[src/sv/jse_pkg.sv]
// Shared constants, types and escape helper functions for the JSON string escape writer.
`default_nettype none

package jse_pkg;

   // Item modes
   localparam logic [2:0] MODE_OPEN    = 3'd0;
   localparam logic [2:0] MODE_STRING  = 3'd1;
   localparam logic [2:0] MODE_CLOSE   = 3'd2;
   localparam logic [2:0] MODE_RAW     = 3'd3;
   localparam logic [2:0] MODE_RESTART = 3'd4;

   // Register map: one register, word addressed at byte address 4*i.
   localparam int          CSR_ADDR_WIDTH     = 3;
   localparam logic [0:0]  CSR_CAPACITY_INDEX = 1'b0;
   localparam logic [15:0] CAPACITY_RESET     = 16'd1024;

   // Characters used by the escaper
   localparam logic [7:0] CHAR_QUOTE     = 8'h22;
   localparam logic [7:0] CHAR_BACKSLASH = 8'h5C;
   localparam logic [7:0] CHAR_ZERO      = 8'h30;
   localparam logic [7:0] CHAR_U         = 8'h75;
   localparam logic [7:0] PRINT_LOW      = 8'd32;
   localparam logic [7:0] PRINT_HIGH     = 8'd126;

   // Expansion of the held item at the current byte position.
   typedef struct packed {
      logic [2:0] length;
      logic [7:0] out_byte;
   } expand_type;

   // Second byte of a two-byte escape, or zero where the byte has none.
   function automatic logic [7:0] escape_second(input logic [7:0] c);
      logic [7:0] second;
      second = 8'h00;
      case (c)
         8'h22:   second = 8'h22;
         8'h5C:   second = 8'h5C;
         8'h08:   second = 8'h62;  // b
         8'h0C:   second = 8'h66;  // f
         8'h0A:   second = 8'h6E;  // n
         8'h0D:   second = 8'h72;  // r
         8'h09:   second = 8'h74;  // t
         default: second = 8'h00;
      endcase
      return second;
   endfunction

   // Lowercase hexadecimal digit for one nibble.
   function automatic logic [7:0] hex_digit(input logic [3:0] nibble);
      logic [7:0] digit;
      if (nibble < 4'd10) begin
         digit = 8'h30 + {4'h0, nibble};
      end else begin
         digit = 8'h57 + {4'h0, nibble};
      end
      return digit;
   endfunction

endpackage

`default_nettype wire

[src/sv/jse_expand.sv]
// Escape expansion: sequence length and the byte at a given position for one item.
`default_nettype none

module jse_expand
   import jse_pkg::*;
(
   input  wire logic [2:0] mode,
   input  wire logic [7:0] data_byte,
   input  wire logic [2:0] index,
   output expand_type      expand
);

   logic [7:0] second;
   logic       printable;
   logic [7:0] unicode_byte;

   assign second    = escape_second(data_byte);
   assign printable = (data_byte >= PRINT_LOW) && (data_byte <= PRINT_HIGH);

   // Six-byte form is a backslash, u, two zero digits and the two hex digits.
   always_comb begin
      case (index)
         3'd0:    unicode_byte = CHAR_BACKSLASH;
         3'd1:    unicode_byte = CHAR_U;
         3'd2:    unicode_byte = CHAR_ZERO;
         3'd3:    unicode_byte = CHAR_ZERO;
         3'd4:    unicode_byte = hex_digit(data_byte[7:4]);
         default: unicode_byte = hex_digit(data_byte[3:0]);
      endcase
   end

   // Select the sequence for the mode and, for string bytes, the escape class.
   always_comb begin
      case (mode)
         MODE_OPEN, MODE_CLOSE: begin
            expand.length   = 3'd1;
            expand.out_byte = CHAR_QUOTE;
         end
         MODE_RAW: begin
            expand.length   = 3'd1;
            expand.out_byte = data_byte;
         end
         MODE_STRING: begin
            if (second != 8'h00) begin
               expand.length   = 3'd2;
               expand.out_byte = (index == 3'd0) ? CHAR_BACKSLASH : second;
            end else if (printable) begin
               expand.length   = 3'd1;
               expand.out_byte = data_byte;
            end else begin
               expand.length   = 3'd6;
               expand.out_byte = unicode_byte;
            end
         end
         default: begin
            // Restart and unused modes produce no bytes.
            expand.length   = 3'd0;
            expand.out_byte = 8'h00;
         end
      endcase
   end

endmodule

`default_nettype wire

[src/sv/json_string_escape_writer.sv]
// Top level of the JSON string escape writer: item register, fill counter and result register.
`default_nettype none

// Each accepted item is held in an item register and expanded into its output text one
// byte per cycle while the result channel does not stall, into a single result
// register: quotes and raw bytes give one byte, a string byte gives one, two or six
// bytes, and a restart or unused mode gives none. The next item is taken in the same
// cycle as the last byte of the current one is loaded, or while a restart or an unused
// mode is held, so the result channel can carry one byte every cycle while it is not
// stalled. The rate is set by the single result register, which moves one byte per
// transfer.
// The fill count is advanced as each byte is produced; bytes beyond the capacity register
// are still delivered with kept low. Capacity is written through the APB-style port at
// byte address 0 and should only be changed while the block is idle.

module json_string_escape_writer
   import jse_pkg::*;
(
   input  wire logic                      clock,
   input  wire logic                      reset,
   // Input channel
   input  wire logic                      req_valid,
   output      logic                      req_ready,
   input  wire logic [2:0]                req_mode,
   input  wire logic [7:0]                req_data_byte,
   // Result channel
   output      logic                      rsp_valid,
   input  wire logic                      rsp_ready,
   output      logic [7:0]                rsp_out_byte,
   output      logic                      rsp_kept,
   output      logic [15:0]               rsp_fill_after,
   output      logic                      rsp_last,
   // Configuration port
   input  wire logic                      csr_psel,
   input  wire logic                      csr_penable,
   input  wire logic                      csr_pwrite,
   input  wire logic [CSR_ADDR_WIDTH-1:0] csr_paddr,
   input  wire logic [31:0]               csr_pwdata,
   output      logic [31:0]               csr_prdata,
   output      logic                      csr_pready
);

   logic        item_valid_ff, item_valid_in;
   logic [2:0]  item_mode_ff;
   logic [7:0]  item_data_ff;
   logic [2:0]  index_ff, index_in;
   logic [15:0] fill_ff, fill_in;
   logic [15:0] capacity_ff, capacity_in;
   logic        out_valid_ff, out_valid_in;
   logic [7:0]  out_byte_ff;
   logic        out_kept_ff;
   logic [15:0] out_fill_ff;
   logic        out_last_ff;

   expand_type  expand;
   logic        out_free;
   logic        emit;
   logic        item_last;
   logic        item_done;
   logic        accept;
   logic        has_room;
   logic        csr_write;

   // Configuration register access
   assign csr_pready = 1'b1;
   assign csr_write  = csr_psel && csr_penable && csr_pwrite && csr_pready
                       && (csr_paddr[CSR_ADDR_WIDTH-1] == CSR_CAPACITY_INDEX);
   assign capacity_in = csr_write ? csr_pwdata[15:0] : capacity_ff;

   always_comb begin
      if (csr_paddr[CSR_ADDR_WIDTH-1] == CSR_CAPACITY_INDEX) begin
         csr_prdata = {16'h0000, capacity_ff};
      end else begin
         csr_prdata = 32'h0000_0000;
      end
   end

   // Expansion of the held item at the current byte position.
   jse_expand u_expand (
      .mode      (item_mode_ff),
      .data_byte (item_data_ff),
      .index     (index_ff),
      .expand    (expand)
   );

   // A byte is produced for a held item with bytes to give whenever the result register is empty or being emptied.
   assign out_free  = !out_valid_ff || rsp_ready;
   assign emit      = item_valid_ff && (expand.length != 3'd0) && out_free;
   assign item_last = (index_ff == 3'(expand.length - 3'd1));
   assign item_done = item_valid_ff && ((expand.length == 3'd0) || (emit && item_last));
   assign req_ready = !item_valid_ff || item_done;
   assign accept    = req_valid && req_ready;

   // Item register control
   always_comb begin
      if (accept) begin
         item_valid_in = 1'b1;
      end else if (item_done) begin
         item_valid_in = 1'b0;
      end else begin
         item_valid_in = item_valid_ff;
      end
   end

   always_comb begin
      if (accept) begin
         index_in = 3'd0;
      end else if (emit) begin
         index_in = index_ff + 3'd1;
      end else begin
         index_in = index_ff;
      end
   end

   // Fill counter: counts kept bytes, cleared by a restart.
   assign has_room = (fill_ff < capacity_ff);

   always_comb begin
      if (item_valid_ff && (item_mode_ff == MODE_RESTART)) begin
         fill_in = 16'd0;
      end else if (emit && has_room) begin
         fill_in = fill_ff + 16'd1;
      end else begin
         fill_in = fill_ff;
      end
   end

   // Result register occupancy
   always_comb begin
      if (emit) begin
         out_valid_in = 1'b1;
      end else if (rsp_ready) begin
         out_valid_in = 1'b0;
      end else begin
         out_valid_in = out_valid_ff;
      end
   end

   // Control state
   always_ff @(posedge clock) begin
      if (reset) begin
         item_valid_ff <= 1'b0;
         index_ff      <= 3'd0;
         fill_ff       <= 16'd0;
         capacity_ff   <= CAPACITY_RESET;
         out_valid_ff  <= 1'b0;
      end else begin
         item_valid_ff <= item_valid_in;
         index_ff      <= index_in;
         fill_ff       <= fill_in;
         capacity_ff   <= capacity_in;
         out_valid_ff  <= out_valid_in;
      end
   end

   // Payload registers
   always_ff @(posedge clock) begin
      if (accept) begin
         item_mode_ff <= req_mode;
         item_data_ff <= req_data_byte;
      end
      if (emit) begin
         out_byte_ff <= expand.out_byte;
         out_kept_ff <= has_room;
         out_fill_ff <= fill_in;
         out_last_ff <= item_last;
      end
   end

   assign rsp_valid      = out_valid_ff;
   assign rsp_out_byte   = out_byte_ff;
   assign rsp_kept       = out_kept_ff;
   assign rsp_fill_after = out_fill_ff;
   assign rsp_last       = out_last_ff;

endmodule

`default_nettype wire

[config.mk]
export PLATFORM = sky130hd
export DESIGN_NAME = json_string_escape_writer
export DESIGN_NICKNAME = d
export VERILOG_FILES = /design/src/sv/jse_pkg.sv /design/src/sv/jse_expand.sv /design/src/sv/json_string_escape_writer.sv
export SDC_FILE = /design/constraint.sdc
export NUM_CORES = 1
export LEC_CHECK = 0
export BUFFER_PORTS_ARGS = -buffer_cell sky130_fd_sc_hd__buf_2
export CELL_PAD_IN_SITES_DETAIL_PLACEMENT = 1
export CELL_PAD_IN_SITES_GLOBAL_PLACEMENT = 2
export CORE_ASPECT_RATIO = 1.2
export CORE_MARGIN = 3
export CORE_UTILIZATION = 34
export DETAILED_ROUTE_END_ITERATION = 8
export GPL_ROUTABILITY_DRIVEN = 0
export PLACE_DENSITY = 0.88
export SYNTH_ARGS = -nofsm -noshare
export SYNTH_HDL_FRONTEND = slang
export SYNTH_SLANG_ARGS = --single-unit
[constraint.sdc]
create_clock -name clock -period 5.4 [get_ports clock]
set_clock_uncertainty 0.1 [all_clocks]
set_input_delay 1.35 -clock clock [delete_from_list [all_inputs] [get_ports clock]]
set_output_delay 1.35 -clock clock [all_outputs]
set_load 0.01 [all_outputs]
==> results of run 1 <==
[flip-flops by register name (all words and copies together), names as in the netlist]
name	flops
capacity_ff	16
fill_ff	16
rsp_fill_after	16
item_data_ff	8
rsp_out_byte	8
index_ff	3
item_mode_ff	3
item_valid_ff	1
rsp_kept	1
rsp_last	1
rsp_valid	1
[power by group through the flow]
stage / clock network, mW / registers (mW) / logic, mW
global placement: 0 / 0.654 / 0.190
CTS: 0.665 / 0.644 / 0.197
floorplan: 0 / 0.651 / 0.143
detailed placement: 0 / 0.656 / 0.196
finish: 0.649 / 0.644 / 0.196
global route: 0.689 / 0.648 / 0.219
[cell type report]
class                      count  area (sq um)
timing repair buffer          80         405.4
clock inverter                 6         91.34
clock buffer                  10         229.0
sequential                    74          1852
fill                        1540          7547
tap                          164         205.2
multi-input combinational    380          2395
inverter                      30         112.6
[worst min-delay path by stage]
stage,startpoint,end,slack (ns),depth (start not counted)
2_1_floorplan,capacity_ff[11],capacity_ff[11],0.34,2
6_report,capacity_ff[6],capacity_ff[6],0.35,2
4_1_cts,capacity_ff[7],capacity_ff[7],0.36,2
3_5_place_dp,capacity_ff[7],capacity_ff[7],0.35,2
5_1_grt,capacity_ff[1],capacity_ff[1],0.39,2
3_3_place_gp,capacity_ff[9],capacity_ff[9],0.34,2
[stage by stage]
stage | area (sq um) | hold slack [ns]
after CTS | 5290 | 0.3573
after detailed placement | 4970 | 0.3490
after global placement | 4970 | 0.3422
after floorplan | 4598 | 0.3363
after global routing | 5290 | 0.3857
final | 5290 | 0.3550
[cells by family after synthesis]
group                      share of synthesized area (%)
and+or+nand+nor                                    21.35
other                                             0.1654
xor gates and xnor gates                          0.9641
buffers and inverters                              7.878
DFF                                                40.77
adders and majority gates                          8.815
AOI/OAI and AO/OA                                  19.84
muxes                                             0.2204
[layer usage]
metal	share of wire, %	routed length, um	vias up
li1	-	-	1945
met1	46	5716	1876
met2	46	5826	119
met3	5.2	657	24
met4	2.8	345	0
met5	0	0	-
[cells in the mapped netlist, drive strengths merged, types with 4 or more instances]
cell	n
clkbuf	13
or4	20
inv	30
a31oi	4
xnor2	4
nor3	4
and2	4
o31ai	8
nor2b	10
o211ai	4
and3	6
a21oi	56
nand2b	4
o21ai	37
nand4	4
edfxtp	37
or3	4
nand2	71
dfxtp	37
buf	25
ha	32
nor2	37
nand3	7
[critical path: stages (launching register included)]
cell and delay, ns:
edfxtp_1 0.48, inv_1 0.24, ha_1 0.31, nor4bb_1 0.28, o22ai_1 0.16, a21o_2 0.27, o21ai_0 0.29, ha_1 0.22
xor2_1 0.18, xnor2_1 0.14, o41ai_4 0.46, buf_2 0.21
==> run_results.csv, run 1 <==
group,metric,value,unit
critical_path,worstSetupStartpointType,"register",
floorplan,die-height,132.6,um
route,vias,3964,
power,p_switching,0.3947,mW
grt,use_met2,28.07,%
sta,hold_viol,0,
sta,fin_ws,0.3626,ns
synth,syn_area,4542,sq um
cts,clock_latency,0.34,ns
place,numPortBuffers,78,
power,combPwrFrac,13.2,%
critical_path,worstSetupEndpoint,"req_ready",
synth,yosys_register_bits,74,
grt,grt_pass1_wl,20.78,mm
critical_path,cp.arrival,3.59,ns
grt,antenna_found_initial,0,
power,swShare,26.51,%
sta,period_share,93.29,%
synth,async_reset_ff_share,0,%
synth,synthTopCellsByArea,"edfxtp_1 (24%), dfxtp_1 (16%), ha_1 (8.8%), a21oi_1 (6.1%), nand2_1 (5.8%)",
synth,synth_edf_count,37,
sta,finalSetupViolCount,0,
grt,busiest_layer,"met2",
place,post-place-cells,728,
hold_path,hold_path.class,"register to register",
cts,hold_buffers,0,
grt,grt_max_degree,40,
sta,rsz0062_at_grt,"false",
route,post_drt_via_cell_ratio,5.328,
critical_path,rr_endpoint,"item_data_ff[5]",
synth,synth_top_area_cell,"edfxtp_1",
final_layout,finish.utilization,41.21,%
route,drc,0,
final_layout,nets,660,
critical_path,reg2reg_depth,11,
status,status,"completed",
power,vdd_ir_drop_max,0.1655,mV
grt,grt.overflow.total,0,
floorplan,io_pins,114,
synth,synth_cells,507,
final_layout,num_antenna_cells,0,
cts,clock_sinks,74,
power,total_power,1.489,mW
route,firstDrtPassIters,4,
final_layout,final_cell_mix,"buf_2 (78), nand2_1 (70), a21oi_1 (55)",
critical_path,crit_required,3.95,ns
synth,ys_seq_area_share,40.77,%
route,wire_per_inst,16.86,um
power,power.internal,1.094,mW
cts,cts.clk_slew.worst_paths,0.06,ns
cts,cts_buffers,9,
route,drt_iter0_drc,179,
grt,use_met3,3.888,%
power,total_leakage_power,2.069,nW
final_layout,final_cells,744,
final_layout,syn2layout_area_growth,16.47,%
sta,slew_violations,0,
floorplan,die_w,111.5,um
synth,ys.warnings.count,0,
synth,ys_types,65,
floorplan,die_area,14790,sq um
place,dpl.hpwl,9.463,mm
power,powerDensity,281.5,nW/um^2
route,routed_wl,12.55,mm
place,pre_cts_ws,0.7188,ns
cts,cts_root_buffer,"clkbuf_16",
cts,cts_tree,"built",
synth,postSynthAreaPerCell,8.958,sq um
flow_run,drv_cap,0,
cts,cts_resized,0,
critical_path,end_kind,"output port",
critical_path,worstSetupStartpoint,"item_data_ff[1]",
grt,use_met1,21.80,%
critical_path,critPathKind,"register to output port",
critical_path,r2r_slack,1.35,ns
floorplan,core-area,12840,sq um
power,power_frac_seq,43.3,%
final_layout,final_common_cell,"buf_2",
final_layout,drive_above_1_share,20.00,%
synth,synth_ff_type,"edfxtp_1",
cts,cts_max_level,3,
synth,synth_top_area_share,24.46,%
floorplan,std_cell_rows,45,
critical_path,critPathMaxFanout,8,
grt,track_usage,17.18,%
cts,postCtsSetupRepairBufs,0,
sta,tns,0,ns
power,power.share.clock,43.6,%
sta,fin_crit,5.037,ns
critical_path,r2r_start,"item_data_ff[1]",
grt,grt_pass1_vias,4140,
sta,slew_headroom,26.79,%
floorplan,initial_core_util,35.38,%
sta,fmax,198.5,MHz
route,drt.antenna.violating_nets,0,
sta,worst_pin_slew,1.094,ns
cts,clockBufferDepth,2,
(Power assumes the default switching activity.)
==> run 2: changes to the inputs <==
--- a/config.mk
+++ b/config.mk
@@ -5,15 +5,17 @@
 export SDC_FILE = /design/constraint.sdc
 export NUM_CORES = 1
 export LEC_CHECK = 0
+export ABC_AREA = 1
 export BUFFER_PORTS_ARGS = -buffer_cell sky130_fd_sc_hd__buf_2
 export CELL_PAD_IN_SITES_DETAIL_PLACEMENT = 1
 export CELL_PAD_IN_SITES_GLOBAL_PLACEMENT = 2
 export CORE_ASPECT_RATIO = 1.2
 export CORE_MARGIN = 3
-export CORE_UTILIZATION = 34
+export CORE_UTILIZATION = 33
 export DETAILED_ROUTE_END_ITERATION = 8
 export GPL_ROUTABILITY_DRIVEN = 0
-export PLACE_DENSITY = 0.88
+export PLACE_DENSITY = 0.89
+export SETUP_SLACK_MARGIN = 0.4
 export SYNTH_ARGS = -nofsm -noshare
 export SYNTH_HDL_FRONTEND = slang
 export SYNTH_SLANG_ARGS = --single-unit
==> run_results.csv, run 2 <==
group,metric,value,unit
sta,tns,0,ns
floorplan,die_w,112.6,um
grt,grt_pass1_wl,20.47,mm
grt,grt_max_degree,31,
critical_path,rr_endpoint,"item_data_ff[5]",
final_layout,drive_above_1_share,18.60,%
cts,clockBufferDepth,2,
critical_path,cp.arrival,3.24,ns
route,drc,0,
sta,slew_violations,0,
final_layout,multi_input_area,2176,sq um
final_layout,final_cell_mix,"nand2_1 (98), inv_1 (79), buf_2 (78), nor2_1 (73)",
synth,ys.warnings.count,0,
critical_path,worstSetupStartpoint,"item_data_ff[0]",
critical_path,critPathMaxFanout,8,
power,vdd_ir_drop_max,0.1319,mV
floorplan,io_pins,114,
sta,fin_crit,4.692,ns
floorplan,std_cell_rows,46,
route,drt.antenna.violating_nets,0,
final_layout,nets,726,
critical_path,worstSetupStartpointType,"register",
sta,period_share,86.90,%
grt,grt.overflow.total,0,
cts,clock_sinks,74,
power,total_power,1.419,mW
final_layout,postLayoutCellArea,5271,sq um
status,status,"completed",
synth,synth_cells,567,
power,power.internal,1.060,mW
synth,synth_edf_count,37,
final_layout,layout.area.seq,1852,sq um
cts,cts_buffers,9,
flow_run,drv_cap,0,
synth,synth_top_area_share,24.67,%
final_layout,syn2layout_area_growth,17.06,%
sta,finalSetupViolCount,0,
final_layout,final_cells,813,
hold_path,hold_path.class,"register to register",
synth,async_reset_ff_share,0,%
synth,synthTopCellsByCount,"nand2_1 (99), inv_1 (81), nor2_1 (73)",
synth,synth_ff_type,"edfxtp_1",
route,routed_wl,12.29,mm
grt,antenna_found_initial,0,
power,power_frac_seq,44.3,%
sta,worst_pin_slew,0.6969,ns
final_layout,final_common_cell,"nand2_1",
grt,track_usage,16.96,%
floorplan,core-area,13300,sq um
place,numPortBuffers,78,
floorplan,die-height,134.0,um
power,combPwrFrac,11.2,%
floorplan,die_area,15090,sq um
cts,cts.clk_slew.worst_paths,0.06,ns
critical_path,r2r_slack,1.67,ns
synth,synth_top_area_cell,"edfxtp_1",
synth,syn_area,4503,sq um
critical_path,end_kind,"output port",
synth,postSynthAreaPerCell,7.942,sq um
power,swShare,25.30,%
final_layout,fillers,1640,
sta,fmax,213.1,MHz
final_layout,num_antenna_cells,0,
route,vias,3977,
sta,rsz0062_at_grt,"false",
cts,cts_root_buffer,"clkbuf_16",
sta,timing.hold.ws,0.3912,ns
cts,cts_max_level,3,
route,post_drt_via_cell_ratio,4.892,
cts,cts_tree,"built",
cts,clock_latency,0.35,ns
route,wire_per_inst,15.12,um
critical_path,critPathKind,"register to output port",
synth,synthTopCellsByArea,"edfxtp_1 (25%), dfxtp_1 (16%), ha_1 (8.9%), nand2_1 (8.3%), inv_1 (6.8%)",
critical_path,reg2reg_depth,19,
floorplan,initial_core_util,33.87,%
place,post-place-cells,798,
power,powerDensity,269.1,nW/um^2
cts,postCtsSetupRepairBufs,0,
synth,ys_seq_area_share,41.12,%
critical_path,r2r_start,"item_data_ff[0]",
route,firstDrtPassIters,4,
synth,yosysMostFrequentCell,"nand2_1",
place,dpl_cell_area,4956,sq um
synth,ys_types,45,
sta,slew_headroom,53.49,%
critical_path,worstSetupEndpoint,"req_ready",
power,p_switching,0.3590,mW
synth,yosys_register_bits,74,
power,power.share.clock,44.5,%
place,dpl.hpwl,9.618,mm
critical_path,crit_required,3.95,ns
sta,hold_viol,0,
power,total_leakage_power,2.486,nW
grt,grt_pass1_vias,4276,
route,drt_iter0_drc,164,
## run 2: cell count changes after synthesis, sizes merged, moves of 5 or more
cell	delta
a21oi	-25
clkbuf	-5
inv	+55
nand2	+34
nand3	+21
nand4	+7
nor2	+39
nor2b	-10
nor3	+6
o31ai	-7
or4	-20
xnor2	+5
xor2	+5
## run 2: power by group through the flow
stage	clock, mW	sequential, mW	combinational, mW
finish	0.631	0.628	0.159
global route	0.667	0.630	0.181
CTS	0.650	0.628	0.161
detailed placement	0	0.640	0.159
global placement	0	0.639	0.154
floorplan	0	0.639	0.114
## run 2: worst max-delay path, stage by stage, from the launching register on
cell and delay (ns):
edfxtp_1 0.45, inv_1 0.16, ha_1 0.27, nand3_1 0.13, inv_1 0.07, nand2_1 0.09
nand3_2 0.13, nor2_4 0.24, nand2_1 0.14, nand2_1 0.10, nand2_1 0.09, ha_1 0.32
xnor2_1 0.12, inv_1 0.05, nand2_1 0.04, nor2_1 0.12, nand4_1 0.10, nand2_1 0.12
buf_2 0.15
## run 2: how the worst min path moves through the flow
| stage | start | endpoint | slack [ns] | cells past startpoint |
|---|---|---|---|---|
| 2_1_floorplan | capacity_ff[0] | capacity_ff[0] | 0.35 | 2 |
| 3_3_place_gp | capacity_ff[7] | capacity_ff[7] | 0.39 | 2 |
| 3_5_place_dp | capacity_ff[0] | capacity_ff[0] | 0.39 | 2 |
| 4_1_cts | capacity_ff[8] | capacity_ff[8] | 0.40 | 2 |
| 5_1_grt | capacity_ff[6] | capacity_ff[6] | 0.43 | 2 |
| 6_report | capacity_ff[8] | capacity_ff[8] | 0.39 | 2 |
## run 2: cell families (layout without fill, tap and decap cells)
family	Yosys count	in the layout	share of synthesized area, %
other	2	17	0.1668
and+or+nand+nor	238	238	23.78
AOI/OAI and AO/OA	89	89	11.25
xor gates and xnor gates	15	15	2.918
DFF	74	74	41.12
buffers and inverters	117	180	11.86
adders and majority gates	32	32	8.891
## run 2: through the flow
step                setup slack, ns  util [%]
global placement              1.061     37.28
global route                 0.4064     39.65
floorplan                     1.670         -
finish                       0.7075     39.65
CTS                          0.5923     39.63
detailed placement           0.9731     37.28
## run 2: layer usage
metal  track usage, %  routed length, um
met1            18.65               5032
met2            31.29               6477
met3            3.294                531
met4            7.548                247
met5                0                  0
## run 2: layout make-up
type	instances	area share, %
clock buffer	11	5.008
sequential	74	35.13
multi-input combinational	391	41.28
clock inverter	4	0.9257
timing repair buffer	79	7.548
inverter	86	6.124
tap	168	3.988
## run 2: repair_timing
| action | CTS | global route |
|---|---|---|
| hold endpoints to repair | 0 | 0 |
| gates resized for setup | 0 | 3 |
| endpoints found under the setup margin | 0 | 1 |
| hold buffers | 0 | 0 |
==> run 3: changes to the inputs <==
--- a/config.mk
+++ b/config.mk
@@ -7,7 +7,7 @@
 export LEC_CHECK = 0
 export ABC_AREA = 1
 export BUFFER_PORTS_ARGS = -buffer_cell sky130_fd_sc_hd__buf_2
-export CELL_PAD_IN_SITES_DETAIL_PLACEMENT = 1
+export CELL_PAD_IN_SITES_DETAIL_PLACEMENT = 2
 export CELL_PAD_IN_SITES_GLOBAL_PLACEMENT = 2
 export CORE_ASPECT_RATIO = 1.2
 export CORE_MARGIN = 3
==> run_results.csv, run 3 (same netlist as run 2, synthesis figures left out) <==
group,metric,value,unit
status,status,"completed",
power,powerDensity,264.3,nW/um^2
cts,cts_tree,"built",
final_layout,num_antenna_cells,0,
route,firstDrtPassIters,4,
grt,antenna_found_initial,0,
cts,cts.clk_slew.worst_paths,0.07,ns
sta,fin_crit,4.658,ns
floorplan,initial_core_util,33.87,%
critical_path,cp.arrival,3.21,ns
hold_path,hold_path_depth,2,
route,drc,0,
critical_path,r2r_slack,1.70,ns
critical_path,cpMostUsedCell,"nand2_1",
cts,clock_sinks,74,
place,numPortBuffers,78,
floorplan,die_area,15090,sq um
critical_path,cp_cell_sequence,"inv_2 > ha_1 > nand3_1 > inv_1 > nand2_1 > nand3_2 > nor2_4 > nand2_1 > nand2_1 > nand2_1 > ha_1 > xnor2_1 > inv_1 > nand2_1 > nor2_1 > nand4_1 > nand2_1 > buf_2",
final_layout,postLayoutCellArea,5263,sq um
power,power_frac_seq,45.1,%
critical_path,cp_slowest_cell,"edfxtp_1",
final_layout,final_cell_mix,"nand2_1 (98), inv_1 (79), buf_2 (78), nor2_1 (72)",
cts,cts_buffers,9,
grt,grt_max_degree,31,
grt,grt.overflow.total,0,
floorplan,io_pins,114,
power,combPwrFrac,12.3,%
cts,clock_latency,0.35,ns
critical_path,critPathMaxFanout,8,
grt,track_usage,20.89,%
critical_path,cpPeakStageDelay,0.48,ns
route,wire_per_inst,18.44,um
hold_path,hp-start,"capacity_ff[8]",
sta,hold_viol,0,
grt,grt_pass1_vias,4667,
power,total_power,1.391,mW
final_layout,drive_above_1_share,19.14,%
final_layout,syn2layout_area_growth,16.87,%
critical_path,critPathKind,"register to output port",
power,p_switching,0.4053,mW
place,dpl_cell_area,4956,sq um
place,post-place-cells,798,
floorplan,die-height,134.0,um
route,routed_wl,15.05,mm
floorplan,std_cell_rows,46,
final_layout,final_common_cell,"nand2_1",
floorplan,core-area,13300,sq um
critical_path,worstSetupStartpointType,"register",
critical_path,reg2reg_depth,19,
final_layout,nets,728,
cts,cts_max_level,3,
critical_path,r2r_start,"item_data_ff[1]",
sta,slew_violations,0,
power,power.internal,0.9854,mW
sta,slew_headroom,49.56,%
floorplan,die_w,112.6,um
grt,grt_pass1_wl,24.58,mm
sta,worst_pin_slew,0.7558,ns
power,swShare,29.14,%
hold_path,hold_path.class,"register to register",
route,vias,4125,
critical_path,crit_required,3.95,ns
sta,fmax,214.7,MHz
sta,tns,0,ns
power,vdd_ir_drop_max,0.2594,mV
route,drt.antenna.violating_nets,0,
power,total_leakage_power,2.473,nW
critical_path,rr_endpoint,"item_data_ff[7]",
sta,finalSetupViolCount,0,
cts,hold_buffers,0,
final_layout,final_cells,816,
power,power.share.clock,42.6,%
hold_path,min_to,"capacity_ff[8]",
place,dpl.hpwl,11.59,mm
cts,clockBufferDepth,2,
critical_path,end_kind,"output port",
flow_run,drv_cap,0,
cts,cts_root_buffer,"clkbuf_16",
sta,rsz0062_at_grt,"false",
route,drt_iter0_drc,183,
route,post_drt_via_cell_ratio,5.055,
sta,period_share,86.26,%
[run 3: cell count changes in the layout (fill, tap and decap cells not counted), sizes merged]
cell and change:
inv +3, buf +2, clkbuf -2, clkinvlp +2
bufinv -1, clkinv -1
[run 3: how the worst max path moves through the flow]
stage	from	endpoint	slack, ns	cells after the start
2_1_floorplan	item_data_ff[1]	req_ready	1.67	17
3_3_place_gp	item_data_ff[1]	req_ready	1.06	17
3_5_place_dp	item_data_ff[1]	req_ready	0.96	17
4_1_cts	item_data_ff[7]	req_ready	0.52	16
5_1_grt	item_data_ff[6]	req_ready	0.46	16
6_report	item_data_ff[1]	req_ready	0.74	18
[run 3: power groups by stage]
stage / sequential [mW] / clock, mW / combinational [mW]
2_1_floorplan: 0.639 / 0 / 0.114
3_3_place_gp: 0.639 / 0 / 0.154
3_5_place_dp: 0.641 / 0 / 0.166
4_1_cts: 0.629 / 0.609 / 0.170
5_1_grt: 0.630 / 0.636 / 0.193
6_report: 0.627 / 0.592 / 0.171
[run 3: timing repair]
item | CTS | global route
resized for setup | 0 | 4
setup endpoints to repair | 0 | 1
buffers inserted | 0 | 2
[run 3: layout make-up]
type / instances / area (sq um)
multi-input cells: 391 / 2178
fillers: 1582 / 8033
clock inverters: 7 / 61.31
well taps: 168 / 210.2
inverters: 86 / 322.8
flip-flops and latches: 74 / 1852
repair buffers: 81 / 412.9
clock buffers: 9 / 225.2
[run 3: through the flow]
step / utilization (%) / worst slack [ns] / hold slack (ns)
floorplan: - / 1.670 / 0.3453
global placement: 37.28 / 1.061 / 0.3873
detailed placement: 37.28 / 0.9555 / 0.3932
CTS: 39.43 / 0.5230 / 0.4031
global route: 39.58 / 0.4614 / 0.4388
finish: 39.58 / 0.7421 / 0.3956
[run 3: routing by layer]
layer  share of wire (%)  vias to the layer above  track usage [%]
met5                   0                        -                0
met4                 2.6                        0            7.816
met2                  55                      117            39.72
met3                 4.4                       32            4.829
li1                    -                     1966                -
met1                  38                     2010            22.09
[run 3: critical path: cells and delay by family, from the launching register on]
kind	cells	cell delay (ns)
xor+xnor	1	0.13
buf+inv	4	0.40
fa+ha+maj	2	0.56
flops	1	0.48
simple gates	11	1.27
